**config.mk**
```make
export PLATFORM = sky130hd
export DESIGN_NAME = selective_repeat_arq_control
export DESIGN_NICKNAME = d
export VERILOG_FILES = /design/src/design/srarq_pkg.sv /design/src/design/srarq_datapath.sv /design/src/design/srarq_ctrl.sv /design/src/design/selective_repeat_arq_control.sv
export SDC_FILE = /design/constraint.sdc
export NUM_CORES = 2
export LEC_CHECK = 0
export ABC_CLOCK_PERIOD_IN_PS = 6400
export BUFFER_PORTS_ARGS = -buffer_cell sky130_fd_sc_hd__clkbuf_2
export CAP_MARGIN = 10
export CORE_ASPECT_RATIO = 1.1
export CORE_UTILIZATION = 40
export CTS_CLUSTER_DIAMETER = 120
export DETAILED_ROUTE_END_ITERATION = 6
export SLEW_MARGIN = 10
export SYNTH_ARGS = -nofsm -noshare
export SYNTH_HDL_FRONTEND = slang
export SYNTH_SLANG_ARGS = --single-unit
```
**constraint.sdc**
```tcl
create_clock -name clk_i -period 6.4 [get_ports clk_i]
set_clock_uncertainty 0.2 [all_clocks]
set_input_delay 0.32 -clock clk_i [delete_from_list [all_inputs] [get_ports clk_i]]
set_output_delay 0.32 -clock clk_i [all_outputs]
set_load 0.005 [all_outputs]
```
**src/design/srarq_pkg.sv**
```systemverilog
`default_nettype none
package srarq_pkg;

  // Event codes on the input side.
  localparam logic [2:0] CMD_PKT_READY  = 3'd0;
  localparam logic [2:0] CMD_LINK_READY = 3'd1;
  localparam logic [2:0] CMD_FRAME_RX   = 3'd2;
  localparam logic [2:0] CMD_DATA_TMO   = 3'd3;
  localparam logic [2:0] CMD_ACK_TMO    = 3'd4;

  // Received frame kinds.
  localparam logic [1:0] KIND_DATA = 2'd0;
  localparam logic [1:0] KIND_ACK  = 2'd1;
  localparam logic [1:0] KIND_NAK  = 2'd2;

  // Action codes on the result side.
  localparam logic [2:0] ACT_SEND_DATA = 3'd0;
  localparam logic [2:0] ACT_SEND_ACK  = 3'd1;
  localparam logic [2:0] ACT_SEND_NAK  = 3'd2;
  localparam logic [2:0] ACT_STORE     = 3'd3;
  localparam logic [2:0] ACT_DELIVER   = 3'd4;
  localparam logic [2:0] ACT_STOP_TMR  = 3'd5;
  localparam logic [2:0] ACT_STATUS    = 3'd6;

  // Header plus checksum bytes stripped from a delivered frame.
  localparam int unsigned FrameOverhead = 7;

  typedef enum logic [3:0] {
    OP_NONE,
    OP_LATCH,
    OP_LINK,
    OP_SEND_NEXT,
    OP_SEND_WANT,
    OP_SEND_OLD,
    OP_SEND_ACK,
    OP_SEND_NAK,
    OP_STORE,
    OP_DELIVER,
    OP_KCLR,
    OP_RELEASE,
    OP_SCAN,
    OP_STATUS
  } op_e;

  typedef enum logic [9:0] {
    ST_IDLE   = 10'b00_0000_0001,
    ST_DISP   = 10'b00_0000_0010,
    ST_NAK    = 10'b00_0000_0100,
    ST_STORE  = 10'b00_0000_1000,
    ST_DLV    = 10'b00_0001_0000,
    ST_KCLR   = 10'b00_0010_0000,
    ST_REL    = 10'b00_0100_0000,
    ST_SCAN   = 10'b00_1000_0000,
    ST_RESEND = 10'b01_0000_0000,
    ST_STAT   = 10'b10_0000_0000
  } state_e;

  typedef struct packed {
    op_e op;
  } ctrl_t;

  typedef struct packed {
    logic [2:0] cmd;
    logic       crc_ok;
    logic [1:0] kind;
    logic       nak_allowed;
    logic       rseq_ne_rb;
    logic       store_ok;
    logic       mark_rb;
    logic       k_lt_win;
    logic       rel_ok;
    logic       want_ok;
    logic       scan_last;
    logic       emit_ok;
  } stat_t;

endpackage
`default_nettype wire

```
**src/design/srarq_datapath.sv**
```systemverilog
`default_nettype none
module srarq_datapath #(
  parameter int unsigned SEQ_BITS = 5,
  parameter int unsigned AGE_BITS = 16,
  parameter int unsigned LEN_BITS = 11
) (
  input  wire                      clk_i,
  input  wire                      rst_ni,
  input  srarq_pkg::ctrl_t         ctrl_i,
  output srarq_pkg::stat_t         stat_o,
  input  wire [2:0]                cmd_i,
  input  wire                      crc_ok_i,
  input  wire [1:0]                rx_kind_i,
  input  wire [SEQ_BITS-1:0]       rx_seq_i,
  input  wire [SEQ_BITS-1:0]       rx_ack_i,
  input  wire [LEN_BITS-1:0]       rx_len_i,
  input  wire                      out_ready_i,
  output logic                     out_valid_o,
  output logic [2:0]               action_o,
  output logic [SEQ_BITS-1:0]      seq_o,
  output logic [SEQ_BITS-1:0]      ack_o,
  output logic [SEQ_BITS-2:0]      slot_o,
  output logic [LEN_BITS-1:0]      pkt_len_o,
  output logic                     net_enable_o,
  output logic                     last_o
);

  localparam int unsigned SeqNum   = 1 << SEQ_BITS;
  localparam int unsigned Win      = SeqNum / 2;
  localparam int unsigned SlotBits = SEQ_BITS - 1;
  localparam logic [AGE_BITS-1:0] AgeMax = {AGE_BITS{1'b1}};
  localparam logic [SEQ_BITS-1:0] WinSeq = SEQ_BITS'(Win);
  localparam logic [SEQ_BITS-1:0] SeqOne = SEQ_BITS'(1);
  localparam logic [LEN_BITS-1:0] Ovh = LEN_BITS'(srarq_pkg::FrameOverhead);

  function automatic logic in_window(input logic [SEQ_BITS-1:0] a,
                                     input logic [SEQ_BITS-1:0] b,
                                     input logic [SEQ_BITS-1:0] c);
    return (a <= b && b < c) || (c < a && a <= b) || (b < c && c < a);
  endfunction

  function automatic logic [AGE_BITS-1:0] sat_inc(input logic [AGE_BITS-1:0] v);
    return (v == AgeMax) ? v : v + AGE_BITS'(1);
  endfunction

  logic [SEQ_BITS-1:0] nts_q, sb_q, rb_q, rl_q, outst_q;
  logic                nak_q, link_q;
  logic [Win-1:0]      mark_q;
  logic [SeqNum-1:0]   run_q;
  logic [AGE_BITS-1:0] age_q [SeqNum];
  logic [2:0]          cmd_q;
  logic                crc_q;
  logic [1:0]          kind_q;
  logic [SEQ_BITS-1:0] rseq_q, rack_q;
  logic [LEN_BITS-1:0] rlen_q;
  logic [SEQ_BITS-1:0] k_q;
  logic [SEQ_BITS-1:0] scan_q, best_q;
  logic [AGE_BITS-1:0] best_age_q;
  logic                found_q;
  logic                out_vld_q;

  logic [SEQ_BITS-1:0] want, ack_out, send_seq;
  logic                is_send, restart, push, emit_ok;
  logic [2:0]          r_action;
  logic [SEQ_BITS-1:0] r_seq, r_ack;
  logic [SlotBits-1:0] r_slot;
  logic [LEN_BITS-1:0] r_len;
  logic                r_ne, r_last;

  assign want    = rack_q + SeqOne;
  assign ack_out = rb_q - SeqOne;
  assign emit_ok = !out_vld_q || out_ready_i;

  always_comb begin
    stat_o.cmd         = cmd_q;
    stat_o.crc_ok      = crc_q;
    stat_o.kind        = kind_q;
    stat_o.nak_allowed = nak_q;
    stat_o.rseq_ne_rb  = (rseq_q != rb_q);
    stat_o.store_ok    = in_window(rb_q, rseq_q, rl_q) && !mark_q[rseq_q[SlotBits-1:0]];
    stat_o.mark_rb     = mark_q[rb_q[SlotBits-1:0]];
    stat_o.k_lt_win    = (k_q < WinSeq);
    stat_o.rel_ok      = in_window(sb_q, rack_q, nts_q);
    stat_o.want_ok     = in_window(sb_q, want, nts_q);
    stat_o.scan_last   = (scan_q == {SEQ_BITS{1'b1}});
    stat_o.emit_ok     = emit_ok;
  end

  always_comb begin
    is_send  = 1'b0;
    restart  = 1'b0;
    send_seq = best_q;
    push     = 1'b1;
    r_action = srarq_pkg::ACT_STATUS;
    r_seq    = '0;
    r_ack    = '0;
    r_slot   = '0;
    r_len    = '0;
    r_ne     = 1'b0;
    r_last   = 1'b0;
    case (ctrl_i.op)
      srarq_pkg::OP_SEND_NEXT: begin
        is_send  = 1'b1;
        send_seq = nts_q;
      end
      srarq_pkg::OP_SEND_WANT: begin
        is_send  = 1'b1;
        send_seq = want;
      end
      srarq_pkg::OP_SEND_OLD: begin
        is_send = 1'b1;
        restart = 1'b1;
      end
      srarq_pkg::OP_SEND_ACK: begin
        r_action = srarq_pkg::ACT_SEND_ACK;
        r_ack    = ack_out;
      end
      srarq_pkg::OP_SEND_NAK: begin
        r_action = srarq_pkg::ACT_SEND_NAK;
        r_ack    = ack_out;
      end
      srarq_pkg::OP_STORE: begin
        r_action = srarq_pkg::ACT_STORE;
        r_seq    = rseq_q;
        r_slot   = rseq_q[SlotBits-1:0];
      end
      srarq_pkg::OP_DELIVER: begin
        r_action = srarq_pkg::ACT_DELIVER;
        r_seq    = rb_q;
        r_slot   = rb_q[SlotBits-1:0];
        r_len    = (rlen_q >= Ovh) ? rlen_q - Ovh : '0;
      end
      srarq_pkg::OP_RELEASE: begin
        r_action = srarq_pkg::ACT_STOP_TMR;
        r_seq    = sb_q;
      end
      srarq_pkg::OP_STATUS: begin
        r_ne   = !outst_q[SEQ_BITS-1] && link_q;
        r_last = 1'b1;
      end
      default: push = 1'b0;
    endcase
    if (is_send) begin
      push     = 1'b1;
      r_action = srarq_pkg::ACT_SEND_DATA;
      r_seq    = send_seq;
      r_ack    = ack_out;
      r_slot   = send_seq[SlotBits-1:0];
    end
  end

  // Link, window and receive state.
  always_ff @(posedge clk_i or negedge rst_ni) begin
    if (!rst_ni) begin
      nts_q   <= '0;
      sb_q    <= '0;
      rb_q    <= '0;
      rl_q    <= WinSeq;
      outst_q <= '0;
      nak_q   <= 1'b1;
      link_q  <= 1'b0;
      mark_q  <= '0;
      k_q     <= '0;
    end else begin
      if (is_send || ctrl_i.op == srarq_pkg::OP_SEND_ACK ||
          ctrl_i.op == srarq_pkg::OP_SEND_NAK) begin
        link_q <= 1'b0;
      end
      case (ctrl_i.op)
        srarq_pkg::OP_LATCH: k_q <= '0;
        srarq_pkg::OP_KCLR:  k_q <= '0;
        srarq_pkg::OP_LINK:  link_q <= 1'b1;
        srarq_pkg::OP_SEND_NEXT: begin
          nts_q   <= nts_q + SeqOne;
          outst_q <= outst_q + SeqOne;
        end
        srarq_pkg::OP_SEND_NAK: nak_q <= 1'b0;
        srarq_pkg::OP_STORE: mark_q[rseq_q[SlotBits-1:0]] <= 1'b1;
        srarq_pkg::OP_DELIVER: begin
          mark_q[rb_q[SlotBits-1:0]] <= 1'b0;
          nak_q <= 1'b1;
          rb_q  <= rb_q + SeqOne;
          rl_q  <= rl_q + SeqOne;
          k_q   <= k_q + SeqOne;
        end
        srarq_pkg::OP_RELEASE: begin
          sb_q    <= sb_q + SeqOne;
          outst_q <= outst_q - SeqOne;
          k_q     <= k_q + SeqOne;
        end
        default: ;
      endcase
    end
  end

  // Per-sequence timers: all running entries age together on each send.
  always_ff @(posedge clk_i or negedge rst_ni) begin
    if (!rst_ni) begin
      run_q <= '0;
      for (int i = 0; i < SeqNum; i++) age_q[i] <= '0;
    end else if (is_send) begin
      for (int i = 0; i < SeqNum; i++) begin
        if (SEQ_BITS'(i) == send_seq) begin
          run_q[i] <= 1'b1;
          if (restart || !run_q[i]) age_q[i] <= AGE_BITS'(1);
          else                      age_q[i] <= sat_inc(sat_inc(age_q[i]));
        end else if (run_q[i]) begin
          age_q[i] <= sat_inc(age_q[i]);
        end
      end
    end else if (ctrl_i.op == srarq_pkg::OP_RELEASE) begin
      run_q[sb_q] <= 1'b0;
      age_q[sb_q] <= '0;
    end
  end

  // Oldest-timer search, one entry per cycle; ties keep the lower sequence.
  always_ff @(posedge clk_i or negedge rst_ni) begin
    if (!rst_ni) begin
      scan_q  <= '0;
      best_q  <= '0;
      found_q <= 1'b0;
    end else if (ctrl_i.op == srarq_pkg::OP_LATCH) begin
      scan_q  <= '0;
      best_q  <= '0;
      found_q <= 1'b0;
    end else if (ctrl_i.op == srarq_pkg::OP_SCAN) begin
      scan_q <= scan_q + SeqOne;
      if (run_q[scan_q] && (!found_q || age_q[scan_q] > best_age_q)) begin
        best_q  <= scan_q;
        found_q <= 1'b1;
      end
    end
  end

  always_ff @(posedge clk_i) begin
    if (ctrl_i.op == srarq_pkg::OP_SCAN && run_q[scan_q] &&
        (!found_q || age_q[scan_q] > best_age_q)) begin
      best_age_q <= age_q[scan_q];
    end
    if (ctrl_i.op == srarq_pkg::OP_LATCH) begin
      cmd_q  <= cmd_i;
      crc_q  <= crc_ok_i;
      kind_q <= rx_kind_i;
      rseq_q <= rx_seq_i;
      rack_q <= rx_ack_i;
      rlen_q <= rx_len_i;
    end
    if (push) begin
      action_o     <= r_action;
      seq_o        <= r_seq;
      ack_o        <= r_ack;
      slot_o       <= r_slot;
      pkt_len_o    <= r_len;
      net_enable_o <= r_ne;
      last_o       <= r_last;
    end
  end

  always_ff @(posedge clk_i or negedge rst_ni) begin
    if (!rst_ni) out_vld_q <= 1'b0;
    else         out_vld_q <= push || (out_vld_q && !out_ready_i);
  end

  assign out_valid_o = out_vld_q;

  a_push_room: assert property (@(posedge clk_i) disable iff (!rst_ni)
    push |-> emit_ok) else $error("result pushed over an untaken result");
  a_outst: assert property (@(posedge clk_i) disable iff (!rst_ni)
    outst_q == nts_q - sb_q) else $error("outstanding count out of step");
  a_rx_drained: assert property (@(posedge clk_i) disable iff (!rst_ni)
    ctrl_i.op == srarq_pkg::OP_LATCH |-> !mark_q[rb_q[SlotBits-1:0]])
    else $error("in-order frame left undelivered");

endmodule
`default_nettype wire

```
**src/design/srarq_ctrl.sv**
```systemverilog
`default_nettype none
module srarq_ctrl (
  input  wire               clk_i,
  input  wire               rst_ni,
  input  wire               in_valid_i,
  output logic              in_ready_o,
  input  srarq_pkg::stat_t  stat_i,
  output srarq_pkg::ctrl_t  ctrl_o
);

  srarq_pkg::state_e state_q, state_d;

  assign in_ready_o = (state_q == srarq_pkg::ST_IDLE);

  always_comb begin
    state_d    = state_q;
    ctrl_o.op  = srarq_pkg::OP_NONE;
    case (state_q)
      srarq_pkg::ST_IDLE: begin
        if (in_valid_i) begin
          ctrl_o.op = srarq_pkg::OP_LATCH;
          state_d   = srarq_pkg::ST_DISP;
        end
      end
      srarq_pkg::ST_DISP: begin
        case (stat_i.cmd)
          srarq_pkg::CMD_PKT_READY: begin
            if (stat_i.emit_ok) begin
              ctrl_o.op = srarq_pkg::OP_SEND_NEXT;
              state_d   = srarq_pkg::ST_STAT;
            end
          end
          srarq_pkg::CMD_LINK_READY: begin
            ctrl_o.op = srarq_pkg::OP_LINK;
            state_d   = srarq_pkg::ST_STAT;
          end
          srarq_pkg::CMD_DATA_TMO: state_d = srarq_pkg::ST_SCAN;
          srarq_pkg::CMD_ACK_TMO: begin
            if (stat_i.emit_ok) begin
              ctrl_o.op = srarq_pkg::OP_SEND_ACK;
              state_d   = srarq_pkg::ST_STAT;
            end
          end
          srarq_pkg::CMD_FRAME_RX: begin
            if (!stat_i.crc_ok) begin
              if (!stat_i.nak_allowed) begin
                state_d = srarq_pkg::ST_STAT;
              end else if (stat_i.emit_ok) begin
                ctrl_o.op = srarq_pkg::OP_SEND_NAK;
                state_d   = srarq_pkg::ST_STAT;
              end
            end else if (stat_i.kind == srarq_pkg::KIND_DATA) begin
              state_d = srarq_pkg::ST_NAK;
            end else if (stat_i.kind == srarq_pkg::KIND_NAK && stat_i.want_ok) begin
              if (stat_i.emit_ok) begin
                ctrl_o.op = srarq_pkg::OP_SEND_WANT;
                state_d   = srarq_pkg::ST_KCLR;
              end
            end else begin
              state_d = srarq_pkg::ST_KCLR;
            end
          end
          default: state_d = srarq_pkg::ST_STAT;
        endcase
      end
      srarq_pkg::ST_NAK: begin
        if (!(stat_i.rseq_ne_rb && stat_i.nak_allowed)) begin
          state_d = srarq_pkg::ST_STORE;
        end else if (stat_i.emit_ok) begin
          ctrl_o.op = srarq_pkg::OP_SEND_NAK;
          state_d   = srarq_pkg::ST_STORE;
        end
      end
      srarq_pkg::ST_STORE: begin
        if (!stat_i.store_ok) begin
          state_d = srarq_pkg::ST_KCLR;
        end else if (stat_i.emit_ok) begin
          ctrl_o.op = srarq_pkg::OP_STORE;
          state_d   = srarq_pkg::ST_DLV;
        end
      end
      srarq_pkg::ST_DLV: begin
        if (!(stat_i.k_lt_win && stat_i.mark_rb)) begin
          state_d = srarq_pkg::ST_KCLR;
        end else if (stat_i.emit_ok) begin
          ctrl_o.op = srarq_pkg::OP_DELIVER;
        end
      end
      srarq_pkg::ST_KCLR: begin
        ctrl_o.op = srarq_pkg::OP_KCLR;
        state_d   = srarq_pkg::ST_REL;
      end
      srarq_pkg::ST_REL: begin
        if (!(stat_i.k_lt_win && stat_i.rel_ok)) begin
          state_d = srarq_pkg::ST_STAT;
        end else if (stat_i.emit_ok) begin
          ctrl_o.op = srarq_pkg::OP_RELEASE;
        end
      end
      srarq_pkg::ST_SCAN: begin
        ctrl_o.op = srarq_pkg::OP_SCAN;
        if (stat_i.scan_last) state_d = srarq_pkg::ST_RESEND;
      end
      srarq_pkg::ST_RESEND: begin
        if (stat_i.emit_ok) begin
          ctrl_o.op = srarq_pkg::OP_SEND_OLD;
          state_d   = srarq_pkg::ST_STAT;
        end
      end
      srarq_pkg::ST_STAT: begin
        if (stat_i.emit_ok) begin
          ctrl_o.op = srarq_pkg::OP_STATUS;
          state_d   = srarq_pkg::ST_IDLE;
        end
      end
      default: state_d = srarq_pkg::ST_IDLE;
    endcase
  end

  always_ff @(posedge clk_i or negedge rst_ni) begin
    if (!rst_ni) state_q <= srarq_pkg::ST_IDLE;
    else         state_q <= state_d;
  end

endmodule
`default_nettype wire

```
**src/design/selective_repeat_arq_control.sv**
```systemverilog
// Timing: an event is taken in the idle state and its first result can be registered in the cycle
// after, at the earliest; each further result waits until the output register is free.
// A data timeout first walks all 2^SEQ_BITS timer ages (32 by default), one per cycle.
// Events are handled one at a time; a new item is taken only back in the idle state.
// Reset: rst_ni is asynchronous and active low; window and control state, marks and timers clear at once.
`default_nettype none
module selective_repeat_arq_control #(
  parameter int unsigned SEQ_BITS = 5,
  parameter int unsigned AGE_BITS = 16,
  parameter int unsigned LEN_BITS = 11
) (
  input  wire                  clk_i,
  input  wire                  rst_ni,
  input  wire                  s_axis_tvalid_i,
  output logic                 s_axis_tready_o,
  // rx_seq, rx_ack, rx_len from bit 0 up, zero filled to whole bytes.
  input  wire [((2*SEQ_BITS+LEN_BITS+7)/8)*8-1:0] s_axis_tdata_i,
  // cmd [2:0], crc_ok [3], rx_kind [5:4].
  input  wire [5:0]            s_axis_tuser_i,
  output logic                 m_axis_tvalid_o,
  input  wire                  m_axis_tready_i,
  // seq, ack, slot, pkt_len, net_enable from bit 0 up, zero filled to whole bytes.
  output logic [((3*SEQ_BITS+LEN_BITS+7)/8)*8-1:0] m_axis_tdata_o,
  // action [2:0].
  output logic [2:0]           m_axis_tuser_o,
  output logic                 m_axis_tlast_o
);

  localparam int unsigned InW  = ((2*SEQ_BITS+LEN_BITS+7)/8)*8;
  localparam int unsigned OutW = ((3*SEQ_BITS+LEN_BITS+7)/8)*8;
  localparam int unsigned OutUsed = 3*SEQ_BITS + LEN_BITS;

  srarq_pkg::ctrl_t ctrl;
  srarq_pkg::stat_t stat;

  logic [SEQ_BITS-1:0] seq, ack;
  logic [SEQ_BITS-2:0] slot;
  logic [LEN_BITS-1:0] pkt_len;
  logic                net_enable;
  logic [InW-1:0]      in_data;

  assign in_data = s_axis_tdata_i;

  // The controller sequences each event: it takes the item, then walks the scan, send,
  // NAK, store, deliver, release and status steps, at most one result per cycle whenever the
  // output register is free. The deliver and release loops stop after one window.
  srarq_ctrl u_ctrl (
    .clk_i      (clk_i),
    .rst_ni     (rst_ni),
    .in_valid_i (s_axis_tvalid_i),
    .in_ready_o (s_axis_tready_o),
    .stat_i     (stat),
    .ctrl_o     (ctrl)
  );

  // The datapath holds the windows, arrival marks, timers and the output register.
  srarq_datapath #(
    .SEQ_BITS (SEQ_BITS),
    .AGE_BITS (AGE_BITS),
    .LEN_BITS (LEN_BITS)
  ) u_dp (
    .clk_i        (clk_i),
    .rst_ni       (rst_ni),
    .ctrl_i       (ctrl),
    .stat_o       (stat),
    .cmd_i        (s_axis_tuser_i[2:0]),
    .crc_ok_i     (s_axis_tuser_i[3]),
    .rx_kind_i    (s_axis_tuser_i[5:4]),
    .rx_seq_i     (in_data[SEQ_BITS-1:0]),
    .rx_ack_i     (in_data[2*SEQ_BITS-1:SEQ_BITS]),
    .rx_len_i     (in_data[2*SEQ_BITS+LEN_BITS-1:2*SEQ_BITS]),
    .out_ready_i  (m_axis_tready_i),
    .out_valid_o  (m_axis_tvalid_o),
    .action_o     (m_axis_tuser_o),
    .seq_o        (seq),
    .ack_o        (ack),
    .slot_o       (slot),
    .pkt_len_o    (pkt_len),
    .net_enable_o (net_enable),
    .last_o       (m_axis_tlast_o)
  );

  assign m_axis_tdata_o = OutW'({net_enable, pkt_len, slot, ack, seq});

  // Only a status result closes an event.
  a_last_status: assert property (@(posedge clk_i) disable iff (!rst_ni)
    m_axis_tvalid_o |-> (m_axis_tlast_o == (m_axis_tuser_o == srarq_pkg::ACT_STATUS)))
    else $error("tlast not tied to the status result");
  a_enable_only_status: assert property (@(posedge clk_i) disable iff (!rst_ni)
    m_axis_tvalid_o && m_axis_tdata_o[OutUsed-1] |-> m_axis_tlast_o)
    else $error("network enable set outside status");
  a_no_take_busy: assert property (@(posedge clk_i) disable iff (!rst_ni)
    s_axis_tready_o |-> !m_axis_tvalid_o || m_axis_tlast_o)
    else $error("new item taken before the event ended");

endmodule
`default_nettype wire
```
**Yosys cells after proc, flatten, opt, wreduce, memory -nomap -nowiden**

Index checks and enable logic that the tools add are counted.

- Flip-flop bits (word level): 687
- Bits of input ports: 34
- Output and inout bits: 38
- Word-level logic and storage cells: 858

- Magnitude comparators: 21
- Reduce and logical (&&, ||, !) cells: 187
- Muxes and demuxes: 277
- Add/sub/neg operators: 75
- Equality and inequality tests: 197
- Bitwise operators: 9

Operator list:

| cell | number |
|---|---|
| 16-bit 2-to-1 mux | 163 |
| 16-bit by 1-bit adder with 16-bit output (second input constant) | 64 |
| 16-bit == test (second input constant) | 64 |
| 512-bit 2-to-1 mux | 2 |
| 512-bit AND | 1 |
| 512-bit NOT | 1 |
| 10-bit 2-to-1 mux | 15 |
| 2-bit AND reduction | 66 |
| 3-bit by 2-bit inequality test with 1-bit output (second input constant) | 34 |
| 10-bit one-hot mux with 10 select lines | 1 |
| 16-bit binary-select mux with 5-bit select | 1 |
| 16-bit demux with 5-bit select | 1 |
| 5-bit == test (first input constant) | 16 |
| 2-bit inequality test (second input constant) | 36 |
| 32-bit 2-to-1 mux | 2 |
| 4-bit 2-to-1 mux | 13 |
| 1-bit 2-to-1 mux | 49 |
| 1-bit logical OR | 43 |
| 5-bit by 1-bit adder with 5-bit output (second input constant) | 8 |
| 4-bit by 5-bit == test with 1-bit output (first input constant) | 8 |
| 5-bit 2-to-1 mux | 8 |
| 4-bit one-hot mux with 10 select lines | 1 |
| 1-bit logical NOT | 37 |
| 32-bit AND | 1 |
| 66 further kinds | 131 |

**Depth between registers and ports, before layout**

- Depth in word-level cells: 18
- Depth in mapped cells: 23
- Gate-level depth less buffers: 19

**Hierarchy**

Synthesis repeated with hierarchy kept, for this count alone.

- Cell total of the unflattened synthesis: 8,112
- Area total of the unflattened synthesis: 64,943.5 sq um

Modules (own cells, without submodules):

| module | seq. area each (sq um) | cells each | area each (sq um) | instances |
|---|---|---|---|---|
| srarq_datapath | 17,309.1 | 7,977 | 63,898.8 | 1 |
| srarq_ctrl | 251.5 | 127 | 988.4 | 1 |
| selective_repeat_arq_control | 0.0 | 8 | 56.3 | 1 |

**Least setup slack after synthesis**

Ideal clock, no wire load.

- Path kind: register to register
- From: reg u_dp.scan_q[0]
- To: reg u_dp.best_age_q[0], enable pin
- Stages on the path, launching flop included: 21
- Clock period less this slack: 5,675 ps
- Library setup time: 385 ps
- Data required time: 5,815 ps
- Path buffers: 5
- Path slack: 725 ps
- Arrival time: 5,090 ps
- Cell sequence: dfrtp_1 -> clkbuf_1 -> clkbuf_1 -> clkbuf_1 -> buf_1 -> mux4_2 -> mux4_2 -> mux2_2 -> ha_1 -> nand3_1 -> o22ai_1 -> o21a_1 -> o21a_1 -> o21ai_0 -> nand2b_1 -> a21oi_1 -> o221ai_1 -> o41ai_1 -> nand2_1 -> and3_1 -> clkbuf_1

- Longest elaborated chain between the ends: 7
- Elaborated cells between the ends (all ways): 10
- Classes of those cells: 1 x order compare; 5 x mux; 1 x bitwise; 3 x reduce/logical

RTL lines:

| element | line | source |
|---|---|---|
| start, declared | srarq_datapath.sv:57 | `logic [SEQ_BITS-1:0] scan_q, best_q;` |
| start signal, assigned | srarq_datapath.sv:228 | `scan_q <= scan_q + SeqOne;` |
| 5-bit NOT with 6-bit output (implied by the code) | srarq_datapath.sv:238 | `(!found_q \|\| age_q[scan_q] > best_age_q)) begin` |
| 16-bit binary-select mux with 5-bit select | srarq_datapath.sv:238 |  |
| 16-bit 2-to-1 mux (implied by the code) (2 in series) | srarq_datapath.sv:238 |  |
| 16-bit greater-than comparator | srarq_datapath.sv:238 |  |
| 1-bit logical OR | srarq_datapath.sv:238 |  |
| 1-bit logical AND * | srarq_datapath.sv:237 | `if (ctrl_i.op == srarq_pkg::OP_SCAN && run_q[scan_q] &&` |
| end signal, assigned | srarq_datapath.sv:239 | `best_age_q <= age_q[scan_q];` |
| end, declared | srarq_datapath.sv:58 | `logic [AGE_BITS-1:0] best_age_q;` |

Mark *: on every way between the ends. The rest lies on a longest branch, timed or not. The select of a mux whose other input is x is not followed.
A chain may end at the register's enable or synchronous reset.

**Worst setup path after layout**

- From: reg u_dp.rack_q[1]
- To: reg u_dp.age_q[423] (netlist name)

- Longest elaborated chain between the ends: 17
- Elaborated cells between the ends (all ways): 39
- Classes of those cells: 1 x add/sub; 4 x order compare; 6 x eq/ne; 12 x mux; 16 x reduce/logical

RTL lines:

| element | line | source |
|---|---|---|
| start, declared | srarq_datapath.sv:54 | `logic [SEQ_BITS-1:0] rseq_q, rack_q;` |
| start signal, assigned | srarq_datapath.sv:246 | `rack_q <= rx_ack_i;` |
| parallel branches: the longest is 17 deep, another holds 5-bit by 1-bit adder with 5-bit output | - |  |
| end signal, assigned by index | srarq_datapath.sv:206 | `else age_q[i] <= sat_inc(sat_inc(age_q[i]));` |
| end signal, assigned by index | srarq_datapath.sv:208 | `age_q[i] <= sat_inc(age_q[i]);` |
| end, declared | srarq_datapath.sv:50 | `logic [AGE_BITS-1:0] age_q [SeqNum];` |

Several ways; the timed one is not identified.

==> tab_implementation.tex <==
\begin{tabular}{lr}
\hline
Metric & Value \\
\hline
\multicolumn{2}{l}{\textbf{Status}} \\
Status & finished, violations left \\
Violated checks & design-rule violations \\
\multicolumn{2}{l}{\textbf{Yosys}} \\
Number of enable flip-flop cells after synthesis & 73 \\
Cell taking the most area after synthesis & sky130\_fd\_sc\_hd\_\_dfrtp\_1 \\
Most used standard cells in the synthesized netlist & sky130\_fd\_sc\_hd\_\_nand2\_1 (1030), sky130\_fd\_sc\_hd\_\_o21ai\_0 (846), sky130\_fd\_sc\_hd\_\_nor2\_1 (639) \\
Avg Synthesized Cell Area & 7.86 µm² \\
Ys async rst share & 0.894 \\
Post-synthesis register bit count & 687 \\
Synthesized area & 62000 µm² \\
Cell types occupying the most area after synthesis & sky130\_fd\_sc\_hd\_\_dfrtp\_1 (25\%), sky130\_fd\_sc\_hd\_\_o21ai\_0 (6.8\%), sky130\_fd\_sc\_hd\_\_mux4\_2 (6.5\%) \\
Number of synthesis warnings & 0 \\
Cell count after synthesis & 7886 \\
Count leader, synth & sky130\_fd\_sc\_hd\_\_nand2\_1 \\
Cell variety after synth & 115 \\
Primary flip-flop cell chosen by synthesis mapping & sky130\_fd\_sc\_hd\_\_dfrtp\_1 \\
Sequential fraction of the synthesis area & 0.283 \\
Synth top area share & 0.247 \\
\multicolumn{2}{l}{\textbf{Clock tree}} \\
Clock transition time at the flip-flop clock pins of the worst setup and hold paths & 0.07 ns \\
CTS buffer count & 88 \\
Skew-Pair Late Insertion Delay & 0.74 ns \\
TritonCTS clock tree & built \\
Maximum level of the CTS H-tree & 3 \\
CTS sink count & 687 \\
Clk Tree Root Cell & sky130\_fd\_sc\_hd\_\_clkbuf\_16 \\
Clock Path Buffers & 3 \\
\multicolumn{2}{l}{\textbf{Global route}} \\
Antenna violations before repair & 17 \\
First-pass GRT wire length & 367000 µm \\
Tot GR Track Use & 0.301 \\
Grt ovf & 0 \\
Vias in the first global route & 59.4k \\
Pin count of the biggest net entering global routing & 144 \\
\multicolumn{2}{l}{\textbf{Power and ir drop}} \\
Combinational group share of total power & 0.325 \\
Static leakage & 25.0 nW \\
Internal power of the cells & 9.76 mW \\
Switch share & 0.401 \\
Pwr Density & 239 nW/µm² \\
Sequential Power Share & 0.341 \\
Switching power of the nets & 6.54 mW \\
Portion of total power attributed to the clock network & 0.334 \\
Peak ir drop on the vdd network & 0.297 mV \\
\multicolumn{2}{l}{\textbf{Floorplan}} \\
Core footprint & 154000 µm² \\
Die width & 377 µm \\
Row count & 151 \\
Starting utilization of the core area & 0.403 \\
Overall die area & 157000 µm² \\
Vertical die dimension & 415 µm \\
Count of pins on the block boundary & 72 \\
\multicolumn{2}{l}{\textbf{Setup path}} \\
Classification of the worst setup path & reg2reg \\
Critical path arrival & 6.68 ns \\
Maximum fanout count along the critical path & 13 \\
Critical path capture point type & flip-flop \\
Worst endpoint required time & 6.78 ns \\
Critical Path Start Type & flip-flop \\
\multicolumn{2}{l}{\textbf{Place}} \\
Placement Cell Area & 64600 µm² \\
PortBufs & 62 \\
Post-DP HPWL & 178000 µm \\
Final weighted congestion of routability-driven global placement & 1.06 \\
\multicolumn{2}{l}{\textbf{Finish}} \\
Share of cells above drive strength 1 & 0.0982 \\
Sequential Area & 17600 µm² \\
Final design instance area without fill & 68200 µm² \\
Fill cell count & 15.3k \\
Area used by multi-input combinational logic & 41900 µm² \\
Final net count & 7945 \\
Post-Route Utilization & 0.443 \\
Signed area change from the synthesized netlist to the final layout & 9.90\% \\
\multicolumn{2}{l}{\textbf{STA}} \\
Shortest clock period the worst path allows after layout & 6.30 ns \\
Slew Viols, Final & 0 \\
Number of hold violations in the final report & 0 \\
Worst rel slew slack & 0.122 \\
Max Clock Freq & 0.159 GHz \\
Final worst-path cycle share & 0.984 \\
Actual slew at the worst max-slew pin & 1.32 ns \\
Total setup violations reported at the end of the flow & 0 \\
\multicolumn{2}{l}{\textbf{Detailed routing}} \\
Wire length per cell after detailed routing & 24.3 µm \\
Count of routing violations after the opening detailed-route iteration & 7165 \\
Routed vias/inst & 6.47 \\
Router iterations before antenna repair & 7 \\
Vias after detailed routing & 64.2k \\
DR DRC count & 1 \\
Wire length after detailed routing & 241000 µm \\
Final antenna-violating net count & 0 \\
\multicolumn{2}{l}{\textbf{Flow run}} \\
MaxCap Viol Count & 0 \\
\multicolumn{2}{l}{\textbf{Min path}} \\
Class of the most critical hold timing path & in2async \\
\hline
\end{tabular}
-- worst paths after layout --
check / from / end / slack, ns / depth (start not counted)
max: u_dp.rack_q[1]$_DFFE_PP_ / u_dp.age_q[423]$_DFFE_PN0P_ / 0.10 / 19
min: rst_ni / u_ctrl.state_q[0]$_DFFE_PN1P_ / 0.06 / 2
max reg2reg: u_dp.rack_q[1]$_DFFE_PP_ / u_dp.age_q[423]$_DFFE_PN0P_ / 0.10 / 19
min reg2reg: u_dp.outst_q[4]$_DFFE_PN0P_ / u_dp.outst_q[4]$_DFFE_PN0P_ / 0.28 / 1
max in group asynchronous: rst_ni / u_dp.age_q[458]$_DFFE_PN0P_ / 4.92 / 3
min in group clk_i: s_axis_tdata_i[0] / u_dp.rseq_q[0]$_DFFE_PP_ / 0.10 / 2
-- area by class of cell --
class / instances / share of cell area
timing repair buffer: 258 / 0.0306
sequential: 687 / 0.258
clock inverter: 50 / 0.00940
tap: 2065 / 0.0379
antenna: 5 / 0.000184
inverter: 228 / 0.0126
multi-input combinational: 6514 / 0.615
clock buffer: 114 / 0.0362
-- cell usage in the layout (no fill, tap or decap), types with 48 or more instances in the layout --
cell type and instances:
sky130_fd_sc_hd__nand2_1 1024, sky130_fd_sc_hd__o21ai_0 845, sky130_fd_sc_hd__nor2_1 634, sky130_fd_sc_hd__dfrtp_1 608
sky130_fd_sc_hd__nand3_1 460, sky130_fd_sc_hd__a21oi_1 396, sky130_fd_sc_hd__nor3_1 232, sky130_fd_sc_hd__inv_1 226
sky130_fd_sc_hd__xnor2_1 212, sky130_fd_sc_hd__mux4_2 178, sky130_fd_sc_hd__nand4_1 170, sky130_fd_sc_hd__and3_1 162
sky130_fd_sc_hd__buf_4 149, sky130_fd_sc_hd__ha_1 133, sky130_fd_sc_hd__a31oi_1 126, sky130_fd_sc_hd__xor2_1 116
sky130_fd_sc_hd__o31ai_1 109, sky130_fd_sc_hd__or3_1 104, sky130_fd_sc_hd__mux2i_1 100, sky130_fd_sc_hd__nor4_1 95
sky130_fd_sc_hd__clkbuf_16 88, sky130_fd_sc_hd__a22o_1 87, sky130_fd_sc_hd__nand2b_1 83, sky130_fd_sc_hd__and2_1 78
sky130_fd_sc_hd__a21o_1 77, sky130_fd_sc_hd__o22ai_1 74, sky130_fd_sc_hd__edfxtp_1 73, sky130_fd_sc_hd__o211ai_1 66
sky130_fd_sc_hd__clkbuf_2 61, sky130_fd_sc_hd__o21a_1 59, sky130_fd_sc_hd__mux2_2 53, sky130_fd_sc_hd__nand3b_1 48
-- logic make-up (layout without fill, tap and decap cells) --
logic type      after synthesis  after routing  synth area share
other cells                   1             11         0.0000605
xor+xnor                    328            328            0.0463
fa+ha+maj                   136            136            0.0275
mux                         331            331            0.0904
buf+inv                     690            650            0.0435
flops                       687            687             0.283
simple gates               3401           3401             0.271
compound gates             2312           2312             0.238
-- state kept, by name, indices dropped and copies added (netlist names), 10 cells and up --
| signal | count |
|---|---|
| u_dp.age_q | 512 |
| u_dp.run_q | 32 |
| u_dp.best_age_q | 16 |
| u_dp.mark_q | 16 |
| u_dp.pkt_len_o | 11 |
| u_dp.rlen_q | 11 |
| u_ctrl.state_q | 10 |
-- stage by stage --
step / power (mW) / setup TNS, ns / hold WS (ns) / cells / setup WS, ns
CTS: 16.3 / 0 / 0.0185 / 9913 / 0.101
detailed placement: 10.8 / 0 / 0.171 / 9718 / 0.167
floorplan: 8.54 / 0 / -0.176 / 7891 / 0.725
global route: 16.9 / -0.0274 / 0.0523 / 9916 / -0.0228
finish: 16.3 / 0 / 0.0566 / 9921 / 0.101
global placement: 10.7 / 0 / 0.165 / 9718 / 0.313
-- critical path, cell delays in order, from the launching register on --
cell                       delay, ns
sky130_fd_sc_hd__edfxtp_1       0.41
sky130_fd_sc_hd__ha_1           0.21
sky130_fd_sc_hd__nand3_1        0.11
sky130_fd_sc_hd__xnor2_1        0.43
sky130_fd_sc_hd__inv_1          0.16
sky130_fd_sc_hd__ha_1           0.32
sky130_fd_sc_hd__a21boi_0       0.13
sky130_fd_sc_hd__o32ai_1        0.43
sky130_fd_sc_hd__o211ai_1       0.17
sky130_fd_sc_hd__o211ai_1       0.23
sky130_fd_sc_hd__nor2_1         0.25
sky130_fd_sc_hd__buf_4          0.24
sky130_fd_sc_hd__o32ai_1        0.62
sky130_fd_sc_hd__or2_1          0.23
sky130_fd_sc_hd__buf_4          0.35
sky130_fd_sc_hd__nand2_1        0.48
sky130_fd_sc_hd__nor4_1         0.66
sky130_fd_sc_hd__o21ai_0        0.25
sky130_fd_sc_hd__a21oi_1        0.19
sky130_fd_sc_hd__o22ai_1        0.09
-- power groups by stage --
stage / registers [mW] / clock network [mW] / logic [mW]
2_1_floorplan: 5.15 / 0 / 3.40
5_1_grt: 5.60 / 5.70 / 5.64
6_report: 5.56 / 5.45 / 5.30
3_3_place_gp: 5.59 / 0 / 5.10
4_1_cts: 5.53 / 5.55 / 5.19
3_5_place_dp: 5.60 / 0 / 5.15
-- timing repair --
action                                  in CTS  in global routing
buffers inserted                             0                  3
endpoints found under the setup margin       0                106
hold buffers                                31                  0
resized for setup                            0                 11
endpoints found under the hold margin      107                  0
-- routing by layer --
metal	global-route usage	wire length, µm	vias up
met2	0.470	108000	2868
li1	-	-	29300
met5	0	84	-
met4	0.158	13700	12
met1	0.395	98300	31300
met3	0.0532	20900	586
(Power assumes the default switching activity.)
